## src/rtl/pwd_pkg.sv

```systemverilog
// ----------------------------------------------------------------------------
// pwd_pkg: shared types and constants for the packet word deframer
// Buffer size, derived widths, stream item types and drop codes.
// ----------------------------------------------------------------------------
package pwd_pkg;

  localparam int BUF_BYTES  = 2048;
  localparam int WORD_BYTES = 4;
  localparam int WORD_SHIFT = $clog2(WORD_BYTES);

  localparam int DATA_W  = 32;
  localparam int EMPTY_W = 2;
  localparam int IDX_W   = 9;
  localparam int LEN_W   = 12;

  // byte count must hold the first value at or past BUF_BYTES
  localparam int CNT_W     = $clog2(BUF_BYTES + WORD_BYTES);
  localparam int IDX_EXT_W = (CNT_W > IDX_W + WORD_SHIFT) ? CNT_W : IDX_W + WORD_SHIFT;
  localparam int LEN_EXT_W = (CNT_W > LEN_W) ? CNT_W : LEN_W;

  typedef enum logic [1:0] {
    DROP_NONE     = 2'd0,
    DROP_BROKEN   = 2'd1,
    DROP_TOO_LONG = 2'd2
  } drop_code_t;

  typedef struct packed {
    logic [DATA_W-1:0]  data_word;
    logic               start_mark;
    logic               end_mark;
    logic [EMPTY_W-1:0] empty_bytes;
  } in_t;

  typedef struct packed {
    logic              store_enable;
    logic [IDX_W-1:0]  store_index;
    logic [DATA_W-1:0] store_data;
    logic              deliver;
    logic [LEN_W-1:0]  deliver_length;
    drop_code_t        drop_code;
  } out_t;

endpackage

```

## src/rtl/pwd_if.sv

```systemverilog
// ----------------------------------------------------------------------------
// pwd_in_if / pwd_out_if: word and result request channels
// Valid/ready channels carrying the deframer input and result fields.
// ----------------------------------------------------------------------------
interface pwd_in_if;
  import pwd_pkg::*;

  logic               valid;
  logic               ready;
  logic [DATA_W-1:0]  data_word;
  logic               start_mark;
  logic               end_mark;
  logic [EMPTY_W-1:0] empty_bytes;

  modport source (output valid, data_word, start_mark, end_mark, empty_bytes,
                  input ready);
  modport sink   (input valid, data_word, start_mark, end_mark, empty_bytes,
                  output ready);
endinterface

interface pwd_out_if;
  import pwd_pkg::*;

  logic              valid;
  logic              ready;
  logic              store_enable;
  logic [IDX_W-1:0]  store_index;
  logic [DATA_W-1:0] store_data;
  logic              deliver;
  logic [LEN_W-1:0]  deliver_length;
  drop_code_t        drop_code;

  modport source (output valid, store_enable, store_index, store_data, deliver,
                  deliver_length, drop_code, input ready);
  modport sink   (input valid, store_enable, store_index, store_data, deliver,
                  deliver_length, drop_code, output ready);
endinterface

```

## src/rtl/pwd_in_stage.sv

```systemverilog
// ----------------------------------------------------------------------------
// pwd_in_stage: input register
// Captures one word request; refills in the same cycle it advances.
// ----------------------------------------------------------------------------
module pwd_in_stage (
  input  logic         clk,
  input  logic         rst,
  pwd_in_if.sink       words,
  input  logic         advance,
  output logic         hold_valid,
  output pwd_pkg::in_t hold_item
);
  import pwd_pkg::*;

  assign words.ready = !hold_valid || advance;

  always_ff @(posedge clk) begin
    if (rst) begin
      hold_valid <= 1'b0;
    end else if (words.ready) begin
      hold_valid <= words.valid;
    end
    if (words.valid && words.ready) begin
      hold_item.data_word   <= words.data_word;
      hold_item.start_mark  <= words.start_mark;
      hold_item.end_mark    <= words.end_mark;
      hold_item.empty_bytes <= words.empty_bytes;
    end
  end

endmodule

```

## src/rtl/pwd_core.sv

```systemverilog
// ----------------------------------------------------------------------------
// pwd_core: framing state and per-word result logic
// Holds packet_open and byte_count; computes the result for the held word.
// ----------------------------------------------------------------------------
module pwd_core (
  input  logic          clk,
  input  logic          rst,
  input  logic          step,
  input  pwd_pkg::in_t  item,
  output pwd_pkg::out_t result
);
  import pwd_pkg::*;

  logic             packet_open;
  logic [CNT_W-1:0] byte_count;
  logic             packet_open_next;
  logic [CNT_W-1:0] byte_count_next;

  logic                 open_eff;
  logic [CNT_W-1:0]     base;
  logic [CNT_W-1:0]     bumped;
  logic [IDX_EXT_W-1:0] base_ext;
  logic [LEN_EXT_W-1:0] len_ext;

  always_comb begin
    open_eff = item.start_mark || packet_open;
    base     = item.start_mark ? '0 : byte_count;
    bumped   = base + CNT_W'(WORD_BYTES);
    base_ext = IDX_EXT_W'(base);
    len_ext  = LEN_EXT_W'(bumped) - LEN_EXT_W'(item.empty_bytes);

    result           = '0;
    result.drop_code = (item.start_mark && packet_open) ? DROP_BROKEN : DROP_NONE;
    packet_open_next = open_eff;
    byte_count_next  = base;

    if (open_eff) begin
      result.store_enable = 1'b1;
      result.store_index  = base_ext[IDX_W+WORD_SHIFT-1:WORD_SHIFT];
      result.store_data   = item.data_word;
      byte_count_next     = bumped;
      if (item.end_mark) begin
        // end wins over a full buffer
        result.deliver        = 1'b1;
        result.deliver_length = len_ext[LEN_W-1:0];
        packet_open_next      = 1'b0;
        byte_count_next       = '0;
      end else if (bumped >= CNT_W'(BUF_BYTES)) begin
        result.drop_code = DROP_TOO_LONG;
        packet_open_next = 1'b0;
        byte_count_next  = '0;
      end
    end
  end

  always_ff @(posedge clk) begin
    if (rst) begin
      packet_open <= 1'b0;
      byte_count  <= '0;
    end else if (step) begin
      packet_open <= packet_open_next;
      byte_count  <= byte_count_next;
    end
  end

endmodule

```

## src/rtl/pwd_out_stage.sv

```systemverilog
// ----------------------------------------------------------------------------
// pwd_out_stage: result register
// Holds one result request until the sink takes it.
// ----------------------------------------------------------------------------
module pwd_out_stage (
  input  logic          clk,
  input  logic          rst,
  input  logic          load,
  input  pwd_pkg::out_t result,
  output logic          can_load,
  pwd_out_if.source     results
);
  import pwd_pkg::*;

  out_t held;
  logic held_valid;

  assign can_load = !held_valid || results.ready;

  always_ff @(posedge clk) begin
    if (rst) begin
      held_valid <= 1'b0;
    end else if (can_load) begin
      held_valid <= load;
    end
    if (load) begin
      held <= result;
    end
  end

  assign results.valid          = held_valid;
  assign results.store_enable   = held.store_enable;
  assign results.store_index    = held.store_index;
  assign results.store_data     = held.store_data;
  assign results.deliver        = held.deliver;
  assign results.deliver_length = held.deliver_length;
  assign results.drop_code      = held.drop_code;

endmodule

```

## src/rtl/packet_word_deframer.sv

```systemverilog
// ----------------------------------------------------------------------------
// packet_word_deframer: rebuild packets from marked 32-bit words
// Flow: an accepted word request is held in the input stage; its result is
//   registered in the output stage once the result side can take it.
// Throughput: one word per cycle while the result side is not stalled.
// Reset: synchronous rst clears both stage valids, packet_open and byte_count.
// ----------------------------------------------------------------------------
module packet_word_deframer (
  input  logic      clk,
  input  logic      rst,
  pwd_in_if.sink    words,
  pwd_out_if.source results
);
  import pwd_pkg::*;

  // Two registers frame the work: the input stage holds the word, the core
  // computes its one result from the framing state, and the output stage
  // holds that result. The word moves on (and the framing state advances)
  // only in the cycle the output stage can take the result, so a stall on
  // the result side backs up cleanly without losing or repeating a word.
  logic hold_valid;
  in_t  hold_item;
  out_t step_result;
  logic can_load;
  logic advance;

  // advance the held word when the result register is free or draining
  assign advance = hold_valid && can_load;

  pwd_in_stage u_in_stage (
    .clk        (clk),
    .rst        (rst),
    .words      (words),
    .advance    (advance),
    .hold_valid (hold_valid),
    .hold_item  (hold_item)
  );

  // Start drops any open packet as broken and restarts the count at zero;
  // each word inside a packet is stored at byte_count / 4; end delivers the
  // length minus the empty bytes; reaching the buffer size without end
  // drops the packet as too long. Words outside a packet give an all-zero
  // result that still counts as one result request.
  pwd_core u_core (
    .clk    (clk),
    .rst    (rst),
    .step   (advance),
    .item   (hold_item),
    .result (step_result)
  );

  pwd_out_stage u_out_stage (
    .clk      (clk),
    .rst      (rst),
    .load     (advance),
    .result   (step_result),
    .can_load (can_load),
    .results  (results)
  );

endmodule

```

## src/flat_wrapper.sv

```systemverilog
// flat-port wrapper written by rule: the top's interface ports become plain ports
module packet_word_deframer_flat import pwd_pkg::*;
  (clk, rst, words_valid, words_data_word, words_start_mark, words_end_mark, words_empty_bytes, words_ready, results_valid, results_store_enable, results_store_index, results_store_data, results_deliver, results_deliver_length, results_drop_code, results_ready);
  pwd_in_if words_i ();
  pwd_out_if results_i ();
  input  logic clk;
  input  logic rst;
  input wire logic [$bits(words_i.valid)-1:0] words_valid;
  input wire logic [$bits(words_i.data_word)-1:0] words_data_word;
  input wire logic [$bits(words_i.start_mark)-1:0] words_start_mark;
  input wire logic [$bits(words_i.end_mark)-1:0] words_end_mark;
  input wire logic [$bits(words_i.empty_bytes)-1:0] words_empty_bytes;
  output wire logic [$bits(words_i.ready)-1:0] words_ready;
  output wire logic [$bits(results_i.valid)-1:0] results_valid;
  output wire logic [$bits(results_i.store_enable)-1:0] results_store_enable;
  output wire logic [$bits(results_i.store_index)-1:0] results_store_index;
  output wire logic [$bits(results_i.store_data)-1:0] results_store_data;
  output wire logic [$bits(results_i.deliver)-1:0] results_deliver;
  output wire logic [$bits(results_i.deliver_length)-1:0] results_deliver_length;
  output wire logic [$bits(results_i.drop_code)-1:0] results_drop_code;
  input wire logic [$bits(results_i.ready)-1:0] results_ready;
  assign words_i.valid = words_valid;
  assign words_i.data_word = words_data_word;
  assign words_i.start_mark = words_start_mark;
  assign words_i.end_mark = words_end_mark;
  assign words_i.empty_bytes = words_empty_bytes;
  assign words_ready = words_i.ready;
  assign results_valid = results_i.valid;
  assign results_store_enable = results_i.store_enable;
  assign results_store_index = results_i.store_index;
  assign results_store_data = results_i.store_data;
  assign results_deliver = results_i.deliver;
  assign results_deliver_length = results_i.deliver_length;
  assign results_drop_code = results_i.drop_code;
  assign results_i.ready = results_ready;
  packet_word_deframer u_core (.clk(clk), .rst(rst), .words(words_i), .results(results_i));
endmodule
```

## config.mk

```make
export PLATFORM = sky130hd
export DESIGN_NAME = packet_word_deframer_flat
export DESIGN_NICKNAME = d
export VERILOG_FILES = /design/src/rtl/pwd_pkg.sv /design/src/rtl/pwd_if.sv /design/src/rtl/pwd_in_stage.sv /design/src/rtl/pwd_core.sv /design/src/rtl/pwd_out_stage.sv /design/src/rtl/packet_word_deframer.sv /design/src/flat_wrapper.sv
export SDC_FILE = /design/constraint.sdc
export NUM_CORES = 1
export LEC_CHECK = 0
export ABC_AREA = 1
export BUFFER_PORTS_ARGS = -buffer_cell sky130_fd_sc_hd__buf_2
export CAP_MARGIN = 5
export CORE_MARGIN = 5
export CORE_UTILIZATION = 30
export CTS_BUF_LIST = sky130_fd_sc_hd__clkbuf_16
export CTS_CLUSTER_DIAMETER = 120
export DETAILED_ROUTE_END_ITERATION = 16
export SYNTH_ARGS = -nofsm -noshare
export SYNTH_HDL_FRONTEND = slang
export SYNTH_HIERARCHICAL = 1
export SYNTH_SLANG_ARGS = --single-unit
```

## constraint.sdc

```tcl
create_clock -name clk -period 8.55 [get_ports clk]
set_clock_uncertainty 0.05 [all_clocks]
set_input_delay 0.4275 -clock clk [delete_from_list [all_inputs] [get_ports clk]]
set_output_delay 0.4275 -clock clk [all_outputs]
set_load 0.03 [all_outputs]
```

-- Word level (Yosys, flattened, before mapping)
Index checks and enable logic that the tools add are counted.
- flip-flop bits (word level): 108
- output and inout bits: 59
- word-level logic and storage cells: 38
- $add $sub $neg: 2
- order comparisons: 1
- muxes and demuxes: 12
- reduce and logical (&&, ||, !) cells: 9
- operator list (kind ; number):
    57-bit two-way mux ; 1
    12-bit two-way mux ; 4
    13-bit two-way mux ; 1
    12-bit by 3-bit adder with 12-bit output, second input constant ; 1
    12-bit >= comparator, second input constant ; 1
    12-bit by 2-bit subtractor with 12-bit output ; 1
    1-bit two-way mux ; 4
    2-bit two-way mux ; 2
    1-bit logical AND ; 3
    1-bit logical OR ; 3
    1-bit logical NOT ; 2
    2-bit AND reduction ; 1

-- Logic depth before layout (Yosys ltp)
- depth in word-level cells: 6
- mapped depth: 15
- mapped depth without buffers: 13

-- Cells and area by module
Netlist, hierarchy kept.
- modules (own cells, without submodules) (module ; times used ; cells each ; area an instance (um^2) ; sequential area each (um^2)):
    pwd_out_stage ; 1 ; 62 ; 1754.2 ; 1731.7
    pwd_core ; 1 ; 291 ; 1503.9 ; 260.2
    pwd_in_stage ; 1 ; 42 ; 1128.6 ; 1101.1
    packet_word_deframer ; 1 ; 2 ; 7.5 ; 0.0

-- Worst setup path before layout
Ideal clock, no wire load.
- kind: reg2reg
- start: register u_core.u_out_stage.held_valid, in the netlist u_core/u_out_stage/results.valid
- end: register u_core/u_in_stage/hold_item[0] (netlist name)
- library setup time: 0.441 ns
- arrival: 3.695 ns
- path slack: 4.364 ns
- stages on the path, launching flop included: 6
- path buffers: 0
- clock period less this slack: 4.186 ns
- cells stage by stage: dfxtp_1 > nand2_2 > nand2_1 > inv_1 > inv_2 > a21oi_1
- word-level cells in the longest chain between the ends: 5
- RTL lines (element ; RTL line ; RTL):
    from (decl) ; pwd_out_stage.sv:16 ; logic held_valid;
    from (signal assigned) ; pwd_out_stage.sv:24 ; held_valid <= load;
    1-bit logical NOT ; pwd_out_stage.sv:18 ; assign can_load = !held_valid || results.ready;
    1-bit logical OR ; pwd_out_stage.sv:18 ;
    net u_core.can_load ; packet_word_deframer.sv:24 ; logic can_load;
    1-bit logical AND ; packet_word_deframer.sv:28 ; assign advance = hold_valid && can_load;
    net u_core.advance ; packet_word_deframer.sv:25 ; logic advance;
    1-bit logical OR ; pwd_in_stage.sv:15 ; assign words.ready = !hold_valid || advance;
    1-bit logical AND ; pwd_in_stage.sv:23 ; if (words.valid && words.ready) begin
The timed path passes the listed nets, and every way through them passes these cells.
A chain may end at the register's enable or synchronous reset.

-- Worst setup path after layout
- start: register u_core.u_in_stage.hold_valid
- end: register u_core/u_in_stage/hold_item[2] (netlist name)
- word-level cells in the longest chain between the ends: 3
- elaborated cells between the ends (all ways): 4
- RTL lines (element ; RTL line ; RTL):
    from (decl) ; pwd_in_stage.sv:10 ; output logic hold_valid,
    from (signal assigned) ; pwd_in_stage.sv:21 ; hold_valid <= words.valid;
    1-bit logical AND ; packet_word_deframer.sv:28 ;
    net u_core.advance ; packet_word_deframer.sv:25 ;
    1-bit logical OR ; pwd_in_stage.sv:15 ;
    1-bit logical AND ; pwd_in_stage.sv:23 ;
The timed path passes the listed nets, and every way through them passes these cells.

==> out/metrics.yaml <==
status: "completed"
slew-limit-headroom_pct: 21.8
die_area_um2: 17200
critical_path.startpoint_type: "flip-flop"
portBuffers: 98
min_from: "words_data_word[12]"
netlist_instances: 397
syn_to_final_growth_pct: 23.2
dpl.hpwl_mm: 6.53
finalPower_uw: 1160
cts-root-buf: "clkbuf_16"
post_cts_buffers: 0
yosysWarningCount: 6
instances_no_fill: 689
power_frac_seq_pct: 52.8
drc_errors: 0
ios: 99
synth.avg_cell_area_um2: 11.1
clkPwrFrac_pct: 38.6
cts_resized: 0
p_sw_share_pct: 23.6
hold_depth: 1
worst_slew_pin_slew_ps: 1170
r2r_cells: 5
power.switching_uw: 274
crit_fanout: 62
wire_per_inst_um: 13.2
track_usage_pct: 10.7
static-leakage-power_uw: 0.00232
cts.htree.levels: 3
endpoint_kind: "flip-flop"
cts_tree: "built"
cts_hold_buf: 0
synth_top_cell_by_area: "edfxtp_1"
hold_end: "u_core/u_in_stage/hold_item[16]"
required_ps: 8460
ir_drop_uv: 79.0
place_inst: 673
num-nets-final: 543
finalHoldViolations: 0
place_area_um2: 5090
fmax_ghz: 0.368
maxSlewViolCount: 0
initial_core_util_pct: 30.5
rr_endpoint: "u_core/u_in_stage/hold_item[2]"
core_um2: 14400
num_rows: 44
cp.arrival_ps: 2630
use_met3_pct: 3.13
rsz0062_at_grt: "false"
ant_nets: 0
grt_pass1_vias: 2958
grt_pass1_wl_mm: 14.1
overflow: 0
setup_viol: 0
gp_congestion: 0.786
fin_crit_ps: 2710
setup-tns-final_ps: 0
die_y_um: 131
p_comb_share_pct: 8.7
ys_types: 30
grt_max_degree: 63
vias: 2920
drt_iter0_drc: 153
drive_above_1_share_pct: 27.3
final_core_util_pct: 37.5
clkTransAtPathRegs_ps: 70
final_area_um2: 5410
via_per_inst: 4.24
reg2reg_from: "u_core/u_in_stage/hold_valid"
netlist.area_leader.share_pct: 63.6
min_path_type: "input port to flip-flop"
cts_buffer_depth: 2
use_met1_pct: 12.7
timing.final.crit_share_pct: 31.7
worstSkewPairLatency_ps: 350
drt-total-wl_mm: 9.07
syn_area_um2: 4390
clock_sinks: 108
synthTopCellsByArea: "edfxtp_1 (64%), nor2_1 (9.0%), dfxtp_1 (6.8%)"
syn_nets: 440
cts_made_buffers: 9
firstDrtPassIters: 4
drv_cap: 0
ff2ff_setup_slack_ps: 5840
grt_antenna_before_repair: 0
ys_ff_latch: 108
busiest_layer: "met2"
n_antenna_cell: 0
p_per_area_nw_per_um2: 215
p_int_uw: 890
critPathKind: "flip-flop to flip-flop"
ys_seq_area_share_pct: 70.4
grtUsageMet2_pct: 18.0
die_w_um: 131
==> final cells by class <==
cell class                      instances  area (um^2)
Inverter                               73          282
Tap cell                              184          230
Clock buffer                            9          225
Multi-Input combinational cell        208          981
Clock inverter                          7         97.6
Fill cell                            1437         9010
Sequential cell                       108         3090
Timing Repair Buffer                  100          505
==> cells in the final DEF (no fill, tap or decap), types with 3 or more instances in the layout <==
| cell type | count |
|---|---|
| nor2_1 | 104 |
| buf_2 | 98 |
| edfxtp_1 | 93 |
| inv_1 | 70 |
| nand2_1 | 45 |
| dfxtp_1 | 15 |
| nand3_1 | 11 |
| a21oi_1 | 10 |
| clkbuf_16 | 9 |
| nand2_2 | 5 |
| nand4_1 | 5 |
| nor3_1 | 5 |
| nand3_2 | 4 |
| o21ai_0 | 4 |
| nor2_2 | 3 |
==> worst max-delay path, cell delays in order (launching register included) <==
cell and delay, ps:
dfxtp_1 410, nand2_1 90, inv_2 50, buf_4 630, inv_2 130, a21oi_4 940
==> synthesized netlist by cell type (all sizes together) <==
cell type	count
a21oi	13
nor2	108
nor3	5
inv	72
xor2	1
fa	1
nand3	15
or2	1
dfxtp	15
nor3b	1
o21ai	4
ha	2
nand4	6
nand2	51
edfxtp	93
clkinv	1
clkbuf	4
buf	4
==> stage by stage <==
step	worst slack [ps]	hold WS, ps
4_1_cts	5770	182
5_1_grt	5600	181
6_report	5840	201
3_3_place_gp	5670	383
3_5_place_dp	5600	386
2_1_floorplan	4360	372
==> sequential cells by signal, summed over array words and instances, names as in the netlist <==
name	count
u_core/u_out_stage/results.valid	1
u_core/u_out_stage/results.store_index	9
u_core/u_out_stage/results.store_data	32
u_core/u_out_stage/results.store_enable	1
u_core/u_in_stage/hold_valid	1
u_core/u_out_stage/results.deliver	1
u_core/u_out_stage/results.drop_code	2
u_core/u_in_stage/hold_item	36
u_core/u_core/byte_count	12
u_core/u_out_stage/results.deliver_length	12
u_core/u_core/packet_open	1
==> worst max path at each step <==
stage,startpoint,to,slack (ps),cells after the start
2_1_floorplan,u_core/u_out_stage/results.valid,u_core/u_in_stage/hold_item[0],4360,5
3_3_place_gp,results_ready,u_core/u_in_stage/hold_item[6],5670,8
3_5_place_dp,results_ready,u_core/u_in_stage/hold_item[6],5600,8
4_1_cts,u_core/u_in_stage/hold_valid,u_core/u_in_stage/hold_item[12],5770,5
5_1_grt,u_core/u_in_stage/hold_valid,u_core/u_in_stage/hold_item[12],5600,5
6_report,u_core/u_in_stage/hold_valid,u_core/u_in_stage/hold_item[2],5840,5
==> routing by layer <==
layer  wire [um]  up-vias  part of all wire, %
met5           0        -                    0
met4         153        0                  1.7
met3         640       10                  7.1
met2        4590       77                   51
met1        3690     1349                   41
li1            -     1484                    -
==> power by group through the flow <==
stage,logic [uW],clock network (uW),registers (uW)
after floorplan,35.4,0,658
after global placement,101,0,626
after detailed placement,103,0,627
after CTS,103,461,615
after global routing,110,482,617
final,101,449,614
==> cells by family after synthesis <==
family	Yosys count	share of synthesized area, %
AND/OR/NAND/NOR	187	18.7
XOR/XNOR	1	0.199
adder cells (fa/ha/maj)	3	1.02
flip-flops	108	70.4
AO/OA/AOI/OAI	17	2.11
buffers and inverters	81	7.60
(Power assumes the default switching activity.)
